===== src/rtl/trng_pkg.sv =====
// Shared types, constants and word functions of the TT800 random generator.
`default_nettype none

package trng_pkg;

    localparam int WORD_COUNT   = 25;
    localparam int WIDX_W       = 5;
    localparam int REQ_DEPTH    = 2;
    localparam int RES_DEPTH    = 2;
    localparam int DIV_STEPS    = 31;
    localparam int DIV_CNT_W    = 5;

    localparam logic [WIDX_W-1:0] LAST_WORD    = WIDX_W'(WORD_COUNT - 1);
    localparam logic [WIDX_W-1:0] TWIST_OFFSET = WIDX_W'(7);
    localparam logic [WIDX_W-1:0] TWIST_WRAP   = WIDX_W'(WORD_COUNT - 7);

    localparam logic [2:0] OP_RESEED = 3'd0;
    localparam logic [2:0] OP_DRAW32 = 3'd1;
    localparam logic [2:0] OP_DRAW31 = 3'd2;
    localparam logic [2:0] OP_DRAW64 = 3'd3;
    localparam logic [2:0] OP_SCALED = 3'd4;
    localparam logic [2:0] OP_MODULO = 3'd5;
    localparam logic [2:0] OP_RANGE  = 3'd6;

    localparam logic [31:0] SEED_RESET = 32'd1;
    localparam logic [31:0] LCG_MUL    = 32'd1313;
    localparam logic [31:0] LCG_ADD    = 32'd88897;
    localparam logic [31:0] TWIST_MASK = 32'h8ebf_d028;
    localparam logic [31:0] TEMPER_B   = 32'h2b5b_2500;
    localparam logic [31:0] TEMPER_C   = 32'hdb8b_0000;

    // Request after classification: span and its magnitude are ready for the back end.
    typedef struct packed {
        logic [2:0]         op;
        logic signed [31:0] scale;
        logic signed [31:0] lower;
        logic signed [32:0] span;
        logic [31:0]        span_mag;
        logic               span_zero;
    } t_req;

    typedef struct packed {
        logic signed [32:0] value;
        logic               last;
        logic               error;
    } t_res;

    function automatic logic [31:0] temper(input logic [31:0] w);
        logic [31:0] y;
        y = w ^ ((w << 7) & TEMPER_B);
        y = y ^ ((y << 15) & TEMPER_C);
        return y;
    endfunction

    function automatic logic [31:0] twist(input logic [31:0] w, input logic [31:0] partner);
        return partner ^ (w >> 1) ^ (w[0] ? TWIST_MASK : 32'd0);
    endfunction

    function automatic logic [WIDX_W-1:0] partner_index(input logic [WIDX_W-1:0] i);
        return (i >= TWIST_WRAP) ? i - TWIST_WRAP : i + TWIST_OFFSET;
    endfunction

endpackage

`default_nettype wire


===== src/rtl/trng_front.sv =====
// Front end: accepts requests, computes the span and queues them for the engine.
`default_nettype none

module trng_front (
    input  wire logic               i_clk,
    input  wire logic               i_rst_n,
    input  wire logic               i_push,
    output logic                    o_full,
    input  wire logic [2:0]         i_operation,
    input  wire logic signed [31:0] i_scale_range,
    input  wire logic signed [31:0] i_lower_bound,
    input  wire logic signed [31:0] i_upper_bound,
    output trng_pkg::t_req          o_req,
    output logic                    o_req_valid,
    input  wire logic               i_req_take
);
    import trng_pkg::*;

    t_req               r_q [REQ_DEPTH];
    logic               r_wp;
    logic               r_rp;
    logic [1:0]         r_cnt;
    t_req               w_new;
    logic signed [32:0] w_span;
    logic signed [32:0] w_neg;
    logic               w_acc;
    logic               w_take;

    always_comb begin
        w_span          = {i_upper_bound[31], i_upper_bound} - {i_lower_bound[31], i_lower_bound};
        w_neg           = -w_span;
        w_new.op        = i_operation;
        w_new.scale     = i_scale_range;
        w_new.lower     = i_lower_bound;
        w_new.span      = w_span;
        w_new.span_mag  = w_span[32] ? w_neg[31:0] : w_span[31:0];
        w_new.span_zero = (w_span == '0);
    end

    assign o_full      = (r_cnt == 2'(REQ_DEPTH));
    assign o_req_valid = (r_cnt != 2'd0);
    assign o_req       = r_q[r_rp];
    assign w_acc       = i_push && !o_full;
    assign w_take      = i_req_take && o_req_valid;

    always_ff @(posedge i_clk) begin
        if (w_acc) begin
            r_q[r_wp] <= w_new;
        end
    end

    always_ff @(posedge i_clk) begin
        if (!i_rst_n) begin
            r_wp  <= 1'b0;
            r_rp  <= 1'b0;
            r_cnt <= 2'd0;
        end else begin
            if (w_acc) begin
                r_wp <= ~r_wp;
            end
            if (w_take) begin
                r_rp <= ~r_rp;
            end
            case ({w_acc, w_take})
                2'b10:   r_cnt <= r_cnt + 2'd1;
                2'b01:   r_cnt <= r_cnt - 2'd1;
                default: r_cnt <= r_cnt;
            endcase
        end
    end

endmodule

`default_nettype wire


===== src/rtl/trng_div.sv =====
// Bit-serial restoring divider that returns the remainder of a 31-bit dividend.
`default_nettype none

module trng_div (
    input  wire logic        i_clk,
    input  wire logic        i_rst_n,
    input  wire logic        i_start,
    input  wire logic [30:0] i_dividend,
    input  wire logic [31:0] i_divisor,
    output logic             o_done,
    output logic [31:0]      o_rem
);
    import trng_pkg::*;

    logic                 r_busy;
    logic                 r_done;
    logic [DIV_CNT_W-1:0] r_cnt;
    logic [30:0]          r_dvd;
    logic [31:0]          r_dvs;
    logic [31:0]          r_rem;
    logic [32:0]          w_trial;
    logic [32:0]          w_diff;

    assign w_trial = {r_rem, r_dvd[30]};
    assign w_diff  = w_trial - {1'b0, r_dvs};
    assign o_done  = r_done;
    assign o_rem   = r_rem;

    always_ff @(posedge i_clk) begin
        if (i_start) begin
            r_dvd <= i_dividend;
            r_dvs <= i_divisor;
            r_rem <= '0;
        end else if (r_busy) begin
            r_dvd <= r_dvd << 1;
            // subtract when the trial remainder reaches the divisor
            r_rem <= (w_trial >= {1'b0, r_dvs}) ? w_diff[31:0] : w_trial[31:0];
        end
    end

    always_ff @(posedge i_clk) begin
        if (!i_rst_n) begin
            r_busy <= 1'b0;
            r_done <= 1'b0;
            r_cnt  <= '0;
        end else begin
            r_done <= r_busy && (r_cnt == '0);
            if (i_start) begin
                r_busy <= 1'b1;
                r_cnt  <= DIV_CNT_W'(DIV_STEPS - 1);
            end else if (r_busy) begin
                r_cnt <= r_cnt - DIV_CNT_W'(1);
                if (r_cnt == '0) begin
                    r_busy <= 1'b0;
                end
            end
        end
    end

endmodule

`default_nettype wire


===== src/rtl/trng_engine.sv =====
// Back end: word store, fill and regeneration sequencer, tempering and output forms.
`default_nettype none

module trng_engine (
    input  wire logic           i_clk,
    input  wire logic           i_rst_n,
    input  wire logic           i_cfg_we,
    input  wire logic [31:0]    i_cfg_wdata,
    input  wire trng_pkg::t_req i_req,
    input  wire logic           i_req_valid,
    output logic                o_req_take,
    output trng_pkg::t_res      o_res,
    output logic                o_res_valid,
    input  wire logic           i_res_ready
);
    import trng_pkg::*;

    localparam logic [3:0] S_FILL  = 4'd0;
    localparam logic [3:0] S_IDLE  = 4'd1;
    localparam logic [3:0] S_DRAW  = 4'd2;
    localparam logic [3:0] S_RG_RD = 4'd3;
    localparam logic [3:0] S_RG_WR = 4'd4;
    localparam logic [3:0] S_RD    = 4'd5;
    localparam logic [3:0] S_TEMP  = 4'd6;
    localparam logic [3:0] S_FORM  = 4'd7;
    localparam logic [3:0] S_MUL   = 4'd8;
    localparam logic [3:0] S_DIV   = 4'd9;
    localparam logic [3:0] S_EMIT  = 4'd10;

    logic [31:0]        r_mem [WORD_COUNT];
    logic [31:0]        r_rd_a;
    logic [31:0]        r_rd_b;

    logic [3:0]         r_state, n_state;
    logic [31:0]        r_seed;
    logic [31:0]        r_lcg, n_lcg;
    logic [WIDX_W-1:0]  r_idx, n_idx;
    logic [WIDX_W-1:0]  r_wi, n_wi;
    logic               r_boot, n_boot;
    logic               r_second, n_second;
    t_req               r_req, n_req;
    logic [31:0]        r_word, n_word;
    logic signed [49:0] r_prod, n_prod;
    t_res               r_res, n_res;

    logic [WIDX_W-1:0]  w_addr_a;
    logic [WIDX_W-1:0]  w_addr_b;
    logic               w_we;
    logic [31:0]        w_wdata;
    logic signed [16:0] w_mul_a;
    logic signed [32:0] w_mul_b;
    logic signed [49:0] w_prod;
    logic signed [33:0] w_addend;
    logic signed [33:0] w_scaled;
    logic signed [33:0] w_modsum;
    logic               w_div_start;
    logic               w_div_done;
    logic [31:0]        w_div_rem;

    trng_div u_div (
        .i_clk      (i_clk),
        .i_rst_n    (i_rst_n),
        .i_start    (w_div_start),
        .i_dividend (r_word[30:0]),
        .i_divisor  (r_req.span_mag),
        .o_done     (w_div_done),
        .o_rem      (w_div_rem)
    );

    assign w_addr_a = (r_state == S_RG_RD) ? r_wi : r_idx;
    assign w_addr_b = partner_index(r_wi);
    assign w_we     = (r_state == S_FILL) || (r_state == S_RG_WR);
    assign w_wdata  = (r_state == S_FILL) ? r_lcg : twist(r_rd_a, r_rd_b);

    always_ff @(posedge i_clk) begin
        if (w_we) begin
            r_mem[r_wi] <= w_wdata;
        end
        r_rd_a <= r_mem[w_addr_a];
        r_rd_b <= r_mem[w_addr_b];
    end

    // Low 16 bits of the word times either the scale or the span; floor by arithmetic shift.
    assign w_mul_a  = {1'b0, r_word[15:0]};
    assign w_mul_b  = (r_req.op == OP_SCALED) ? {r_req.scale[31], r_req.scale} : r_req.span;
    assign w_prod   = w_mul_a * w_mul_b;
    assign w_addend = (r_req.op == OP_RANGE) ? {{2{r_req.lower[31]}}, r_req.lower} : 34'sd0;
    assign w_scaled = r_prod[49:16] + w_addend;
    assign w_modsum = {{2{r_req.lower[31]}}, r_req.lower} + {2'b00, w_div_rem};

    assign o_req_take  = (r_state == S_IDLE) && i_req_valid;
    assign o_res_valid = (r_state == S_EMIT);
    assign o_res       = r_res;
    assign w_div_start = (r_state == S_FORM) && (r_req.op == OP_MODULO) && !r_req.span_zero;

    always_comb begin
        n_state  = r_state;
        n_lcg    = r_lcg;
        n_idx    = r_idx;
        n_wi     = r_wi;
        n_boot   = r_boot;
        n_second = r_second;
        n_req    = r_req;
        n_word   = r_word;
        n_prod   = r_prod;
        n_res    = r_res;
        case (r_state)
            S_FILL: begin
                n_lcg = 32'(r_lcg * LCG_MUL + LCG_ADD);
                n_wi  = r_wi + WIDX_W'(1);
                if (r_wi == LAST_WORD) begin
                    n_idx = LAST_WORD;
                    if (r_boot) begin
                        n_boot  = 1'b0;
                        n_state = S_IDLE;
                    end else begin
                        n_res   = '{value: '0, last: 1'b1, error: 1'b0};
                        n_state = S_EMIT;
                    end
                end
            end
            S_IDLE: begin
                n_second = 1'b0;
                if (i_req_valid) begin
                    n_req = i_req;
                    case (i_req.op)
                        OP_RESEED: begin
                            n_lcg   = r_seed;
                            n_wi    = '0;
                            n_state = S_FILL;
                        end
                        OP_DRAW32, OP_DRAW31, OP_DRAW64, OP_SCALED, OP_MODULO, OP_RANGE: begin
                            n_state = S_DRAW;
                        end
                        default: begin
                            n_res   = '{value: '0, last: 1'b1, error: 1'b0};
                            n_state = S_EMIT;
                        end
                    endcase
                end
            end
            S_DRAW: begin
                if (r_idx == LAST_WORD) begin
                    n_wi    = '0;
                    n_state = S_RG_RD;
                end else begin
                    n_idx   = r_idx + WIDX_W'(1);
                    n_state = S_RD;
                end
            end
            S_RG_RD: begin
                n_state = S_RG_WR;
            end
            S_RG_WR: begin
                n_wi = r_wi + WIDX_W'(1);
                if (r_wi == LAST_WORD) begin
                    n_idx   = '0;
                    n_state = S_RD;
                end else begin
                    n_state = S_RG_RD;
                end
            end
            S_RD: begin
                n_state = S_TEMP;
            end
            S_TEMP: begin
                n_word  = temper(r_rd_a);
                n_state = S_FORM;
            end
            S_FORM: begin
                n_state = S_EMIT;
                case (r_req.op)
                    OP_DRAW32: n_res = '{value: {1'b0, r_word}, last: 1'b1, error: 1'b0};
                    OP_DRAW31: n_res = '{value: {2'b00, r_word[30:0]}, last: 1'b1, error: 1'b0};
                    OP_DRAW64: n_res = '{value: {1'b0, r_word}, last: r_second, error: 1'b0};
                    OP_SCALED, OP_RANGE: begin
                        n_prod  = w_prod;
                        n_state = S_MUL;
                    end
                    OP_MODULO: begin
                        if (r_req.span_zero) begin
                            n_res = '{value: '0, last: 1'b1, error: 1'b1};
                        end else begin
                            n_state = S_DIV;
                        end
                    end
                    default: n_res = '{value: '0, last: 1'b1, error: 1'b0};
                endcase
            end
            S_MUL: begin
                n_res   = '{value: w_scaled[32:0], last: 1'b1, error: 1'b0};
                n_state = S_EMIT;
            end
            S_DIV: begin
                if (w_div_done) begin
                    n_res   = '{value: w_modsum[32:0], last: 1'b1, error: 1'b0};
                    n_state = S_EMIT;
                end
            end
            S_EMIT: begin
                if (i_res_ready) begin
                    // first half of a 64-bit request: go back for the second half
                    if ((r_req.op == OP_DRAW64) && !r_res.last) begin
                        n_second = 1'b1;
                        n_state  = S_DRAW;
                    end else begin
                        n_state = S_IDLE;
                    end
                end
            end
            default: begin
                n_state = S_IDLE;
            end
        endcase
    end

    always_ff @(posedge i_clk) begin
        r_req  <= n_req;
        r_word <= n_word;
        r_prod <= n_prod;
        r_res  <= n_res;
    end

    always_ff @(posedge i_clk) begin
        if (!i_rst_n) begin
            r_state  <= S_FILL;
            r_seed   <= SEED_RESET;
            r_lcg    <= SEED_RESET;
            r_idx    <= LAST_WORD;
            r_wi     <= '0;
            r_boot   <= 1'b1;
            r_second <= 1'b0;
        end else begin
            r_state  <= n_state;
            r_lcg    <= n_lcg;
            r_idx    <= n_idx;
            r_wi     <= n_wi;
            r_boot   <= n_boot;
            r_second <= n_second;
            if (i_cfg_we) begin
                r_seed <= i_cfg_wdata;
            end
        end
    end

endmodule

`default_nettype wire


===== src/rtl/tt800_random_generator.sv =====
// Top level of the TT800 random generator: front end, engine and result queue.
`default_nettype none

// TT800 twisted GFSR generator with a queue interface on both sides. Requests are
// taken into a two-entry queue and run one at a time by the engine; results leave
// through a two-entry queue, so a waiting result does not block new requests.
// After reset the 25-word store is filled from seed 1 before the first request
// runs. A plain draw (32-bit, 31-bit, each half of a 64-bit draw) passes through
// the index step, the registered store read, tempering and output forming; the
// scaled and range forms add a multiplier state. Every 25th draw first
// regenerates the whole store, reading and writing each word in turn. The modulo
// form waits for the one-bit-per-cycle remainder unit unless the span is zero.
// A reseed refills the store from the configured seed.
module tt800_random_generator (
    input  wire logic               i_clk,
    input  wire logic               i_rst_n,
    input  wire logic               i_cfg_we,
    input  wire logic [31:0]        i_cfg_wdata,
    input  wire logic               push,
    output logic                    full,
    input  wire logic [2:0]         i_operation,
    input  wire logic signed [31:0] i_scale_range,
    input  wire logic signed [31:0] i_lower_bound,
    input  wire logic signed [31:0] i_upper_bound,
    output logic                    empty,
    input  wire logic               pop,
    output logic signed [32:0]      o_value,
    output logic                    o_last,
    output logic                    o_error
);
    import trng_pkg::*;

    t_req       w_req;
    logic       w_req_valid;
    logic       w_req_take;
    t_res       w_res;
    logic       w_res_valid;
    logic       w_res_ready;
    logic       w_push;
    logic       w_pop;

    t_res       r_oq [RES_DEPTH];
    logic       r_wp;
    logic       r_rp;
    logic [1:0] r_cnt;

    trng_front u_front (
        .i_clk         (i_clk),
        .i_rst_n       (i_rst_n),
        .i_push        (push),
        .o_full        (full),
        .i_operation   (i_operation),
        .i_scale_range (i_scale_range),
        .i_lower_bound (i_lower_bound),
        .i_upper_bound (i_upper_bound),
        .o_req         (w_req),
        .o_req_valid   (w_req_valid),
        .i_req_take    (w_req_take)
    );

    trng_engine u_engine (
        .i_clk       (i_clk),
        .i_rst_n     (i_rst_n),
        .i_cfg_we    (i_cfg_we),
        .i_cfg_wdata (i_cfg_wdata),
        .i_req       (w_req),
        .i_req_valid (w_req_valid),
        .o_req_take  (w_req_take),
        .o_res       (w_res),
        .o_res_valid (w_res_valid),
        .i_res_ready (w_res_ready)
    );

    assign w_res_ready = (r_cnt != 2'(RES_DEPTH));
    assign w_push      = w_res_valid && w_res_ready;
    assign empty       = (r_cnt == 2'd0);
    assign w_pop       = pop && !empty;
    assign o_value     = r_oq[r_rp].value;
    assign o_last      = r_oq[r_rp].last;
    assign o_error     = r_oq[r_rp].error;

    always_ff @(posedge i_clk) begin
        if (w_push) begin
            r_oq[r_wp] <= w_res;
        end
    end

    always_ff @(posedge i_clk) begin
        if (!i_rst_n) begin
            r_wp  <= 1'b0;
            r_rp  <= 1'b0;
            r_cnt <= 2'd0;
        end else begin
            if (w_push) begin
                r_wp <= ~r_wp;
            end
            if (w_pop) begin
                r_rp <= ~r_rp;
            end
            case ({w_push, w_pop})
                2'b10:   r_cnt <= r_cnt + 2'd1;
                2'b01:   r_cnt <= r_cnt - 2'd1;
                default: r_cnt <= r_cnt;
            endcase
        end
    end

    a_error_value: assert property (@(posedge i_clk) disable iff (!i_rst_n)
        !empty && o_error |-> (o_value == '0) && o_last)
        else $error("error result carries a nonzero value or is not last");

    a_first_half_clean: assert property (@(posedge i_clk) disable iff (!i_rst_n)
        !empty && !o_last |-> !o_error)
        else $error("first half of a 64-bit request flags an error");

    a_reset_empty: assert property (@(posedge i_clk)
        !i_rst_n |=> empty)
        else $error("result queue not empty after reset");

    a_halves_apart: assert property (@(posedge i_clk) disable iff (!i_rst_n)
        w_push && !w_res.last |=> !(w_push && !w_res.last))
        else $error("two first halves queued on consecutive cycles");

endmodule

`default_nettype wire

===== config.mk =====
export PLATFORM = sky130hd
export DESIGN_NAME = tt800_random_generator
export DESIGN_NICKNAME = d
export VERILOG_FILES = /design/src/rtl/trng_pkg.sv /design/src/rtl/trng_front.sv /design/src/rtl/trng_div.sv /design/src/rtl/trng_engine.sv /design/src/rtl/tt800_random_generator.sv
export SDC_FILE = /design/constraint.sdc
export NUM_CORES = 2
export LEC_CHECK = 0
export BUFFER_PORTS_ARGS = -buffer_cell sky130_fd_sc_hd__buf_2
export CORE_UTILIZATION = 45
export CTS_CLUSTER_DIAMETER = 100
export DETAILED_ROUTE_END_ITERATION = 12
export GPL_TIMING_DRIVEN = 0
export SETUP_SLACK_MARGIN = 0.3
export SLEW_MARGIN = 10
export SYNTH_ARGS = -nofsm -noshare
export SYNTH_HDL_FRONTEND = slang
export SYNTH_HIERARCHICAL = 1
export SYNTH_SLANG_ARGS = --single-unit

===== constraint.sdc =====
create_clock -name i_clk -period 10.6 [get_ports i_clk]
set_input_delay 2.12 -clock i_clk [delete_from_list [all_inputs] [get_ports i_clk]]
set_output_delay 2.12 -clock i_clk [all_outputs]
set_load 0.05 [all_outputs]

==> results.json <==
{
  "area_delta_synth_final_pct": 12.6,
  "place.port_buffers": 171,
  "routed.top_layer": "met4",
  "syn_nets": 8841,
  "setup_viol": 0,
  "fmax_ghz": 0.103,
  "cts_buffer_depth": 3,
  "synth_edf_count": 1430,
  "cts.sinks": 1623,
  "ios": 173,
  "min_period_ps": 9700,
  "yosysTopAreaCell": "edfxtp_1",
  "vdd_drop_max_uv": 316,
  "synth_top_area_share_pct": 44.1,
  "grt_pass1_wl_microns": 454000,
  "syn_avg_cell_area_sq_um": 12.5,
  "placed_cell_area_sq_mm": 0.104,
  "wl_met2_microns": 147000,
  "dieWidth_microns": 467,
  "path_class": "flop to flop",
  "cap_violations": 0,
  "synthCells": 7808,
  "cts_tree": "done",
  "wl_per_cell_microns": 27.9,
  "fin_skew_ps": 50.2,
  "vias": 66248,
  "leakagePower_nw": 42.6,
  "die_h_microns": 467,
  "grt_pass1_vias": 66833,
  "p_per_area_mw_per_mm2": 176,
  "place_hpwl_microns": 239000,
  "max_slew_margin_pct": 6.33,
  "yosysSeqAreaShare_pct": 48.1,
  "synth_area_leaders": "edfxtp_1 44%, fa_1 11%, mux4_2 7.4%",
  "worstSetupEndpointType": "flop",
  "critPathMaxFanout": 10,
  "synth_area_sq_mm": 0.0974,
  "core_sq_mm": 0.215,
  "cts_buffers": 173,
  "ant_nets": 0,
  "stdcell_area_sq_mm": 0.110,
  "antenna_found_initial": 12,
  "synth_ff_type": "edfxtp_1",
  "clkSlewWorstSetupHoldPaths_ps": 60,
  "max_slew.worst_pin.slew_ps": 1390,
  "whs_ps": 414,
  "synth_cell_types": 122,
  "yosysWarnings": 6,
  "clkLatencyLatePin_ps": 850,
  "crit_arrival_ps": 10250,
  "wl_met1_microns": 123000,
  "clock-root-buffer": "clkbuf_16",
  "grt_setup_unrepaired": "false",
  "drtIter0Drc": 6785,
  "gp_congestion": 0.954,
  "die_area_sq_mm": 0.218,
  "overflow": 0,
  "drive_gt1_share_pct": 16.2,
  "cts_setup_buffers": 0,
  "wl_microns": 313000,
  "dr.pass1.iters": 6,
  "start_kind": "flop",
  "async_reset_ff_share_pct": 0,
  "start_util_pct": 45.3,
  "slew_viol_final": 0,
  "final.setup.tns_ps": 0,
  "post_drt_via_cell_ratio": 5.90,
  "pre_cts_ws_ps": 358,
  "ys_ff_latch": 1623,
  "drcViolationCount": 0,
  "grt.total_usage_pct": 28.8,
  "layout.nets": 9275,
  "finalHoldViolations": 0,
  "min_path_type": "flop to flop",
  "htree_num_levels": 4,
  "wl_met3_microns": 23600,
  "cp.required_ps": 11150,
  "row_count": 170,
  "layout_setup_ws_ps": 895,
  "outcome": "finished, final reports clean",
  "fin_crit_sh_pct": 91.6,
  "grt_max_degree": 51
}
[report_power, final]
part / switching, W / total, W / leakage, nW / internal, W
combinational: 0.00318 / 0.00533 / 25.0 / 0.00215
clock: 0.00264 / 0.00620 / 2.87 / 0.00356
sequential: 0.000181 / 0.00777 / 14.7 / 0.00759
total: 0.00600 / 0.0193 / 42.6 / 0.0133
[cell usage in the layout, fill, tap and decap left out, drive strengths merged, types with 132 or more instances in the layout]
master	count
a21oi	192
and2	283
buf	382
clkbuf	483
dfxtp	193
edfxtp	1430
fa	548
ha	349
inv	890
mux2	262
mux2i	132
mux4	322
nand2	973
nand3	151
nor2	253
o21ai	314
xnor2	176
[cell type report]
class	count	area (sq um)
fillers	18670	105000
flip-flops and latches	1623	46800
multi-input cells	4915	46000
clock buffers	217	4770
well taps	2838	3550
inverters	879	3300
repair buffers	259	2400
plain buffers	391	1750
clock inverters	104	1080
diodes	7	17.5
[path summary, 6_finish.rpt]
check / from / end / slack (ps) / depth (start not counted)
setup reg to reg: u_engine/r_req[130] / u_engine/r_prod[48] / 900 / 26
hold reg to reg: u_engine/r_req[32] / u_engine/u_div/r_dvs[31] / 410 / 0
setup / recovery: u_engine/r_req[130] / u_engine/r_prod[48] / 900 / 26
hold / removal: u_engine/r_req[32] / u_engine/u_div/r_dvs[31] / 410 / 0
[what timing repair did]
action / in CTS / in global routing
endpoints found under the hold margin: 0 / 0
resized for setup: 0 / 7
endpoints found under the setup margin: 0 / 11
hold buffers: 0 / 0
[layer usage]
layer | vias to the layer above | track usage, %
li1 | 28646 | -
met2 | 3016 | 46.6
met4 | 0 | 15.4
met5 | - | 0
met3 | 658 | 4.48
met1 | 33928 | 37.4
[state kept, by name (all words and copies together) (netlist names), 2 cells and up, named ones only]
register / cells
u_engine/r_idx: 5
u_engine/r_rd_a: 32
u_engine/r_mem: 800
u_front/r_cnt: 2
u_engine/r_prod: 33
r_oq: 70
u_engine/r_state: 4
r_cnt: 2
u_engine/r_req: 133
u_engine/u_div/o_rem: 32
u_engine/r_seed: 32
u_engine/u_div/r_dvs: 32
u_engine/r_rd_b: 32
u_engine/r_wi: 5
u_engine/r_lcg: 32
u_front/r_q: 264
u_engine/r_word: 32
u_engine/u_div/r_dvd: 31
u_engine/o_res: 35
u_engine/u_div/r_cnt: 5
[cells by family (layout without fill, tap and decap cells)]
logic type	count (synthesis)	after routing	share of synthesized area [%]
AO/OA/AOI/OAI	1078	1078	7.41
XOR/XNOR	276	276	2.48
adder cells (fa/ha/maj)	897	897	15.7
buffers and inverters	1270	1850	5.18
flip-flops	1623	1623	48.1
multiplexers	716	716	11.8
other	0	7	0
AND/OR/NAND/NOR	1948	1948	9.29
[per-stage QoR]
stage / util [%] / instances / total power, W
global placement: 47.4 / 10817 / 0.0130
floorplan: - / 7808 / 0.0115
global route: 51.0 / 11228 / 0.0202
finish: 51.0 / 11233 / 0.0193
CTS: 51.0 / 11226 / 0.0193
detailed placement: 48.3 / 10905 / 0.0132
[worst max-delay path, cell delays in order, from the launching register on]
cell and delay [ps]:
edfxtp_1 480, nand2b_1 390, nor2_2 650, clkbuf_1 670, mux2_2 450, clkbuf_1 610
nand2_1 180, fa_1 540, fa_1 520, fa_1 510, inv_1 50, fa_1 510
fa_1 500, inv_1 50, fa_1 470, inv_1 100, ha_1 350, and4_1 200
and2_1 210, o211ai_1 280, nand2_1 150, o31ai_2 440, or4_1 250, a21oi_1 80
a2111o_1 440, a21oi_1 200, xnor2_1 110
[synth_stat cells (9+ instances only)]
| master | number |
|---|---|
| mux2_2 | 262 |
| xnor2_1 | 176 |
| clkbuf_1 | 261 |
| ha_1 | 349 |
| mux4_2 | 322 |
| nor3_1 | 47 |
| buf_1 | 37 |
| and2_1 | 281 |
| fa_1 | 548 |
| nand2_1 | 971 |
| mux2i_1 | 131 |
| a21oi_1 | 189 |
| nand2b_1 | 40 |
| nand3_1 | 151 |
| nand4_1 | 23 |
| o21ai_0 | 306 |
| or2_2 | 10 |
| a31oi_1 | 63 |
| o31ai_1 | 22 |
| a311oi_1 | 76 |
| nor4_1 | 14 |
| and3_1 | 59 |
| o21a_1 | 29 |
| dfxtp_1 | 193 |
| edfxtp_1 | 1430 |
| a211oi_1 | 55 |
| o211ai_1 | 61 |
| or3_1 | 20 |
| inv_1 | 878 |
| buf_2 | 59 |
| a21boi_0 | 9 |
| a21o_1 | 82 |
| a41oi_1 | 9 |
| a221oi_1 | 18 |
| nor2_1 | 251 |
| a22oi_1 | 17 |
| xor2_1 | 100 |
| nor2b_1 | 25 |
| o21bai_1 | 22 |
| buf_4 | 17 |
Power figures use the tool's default switching activity.
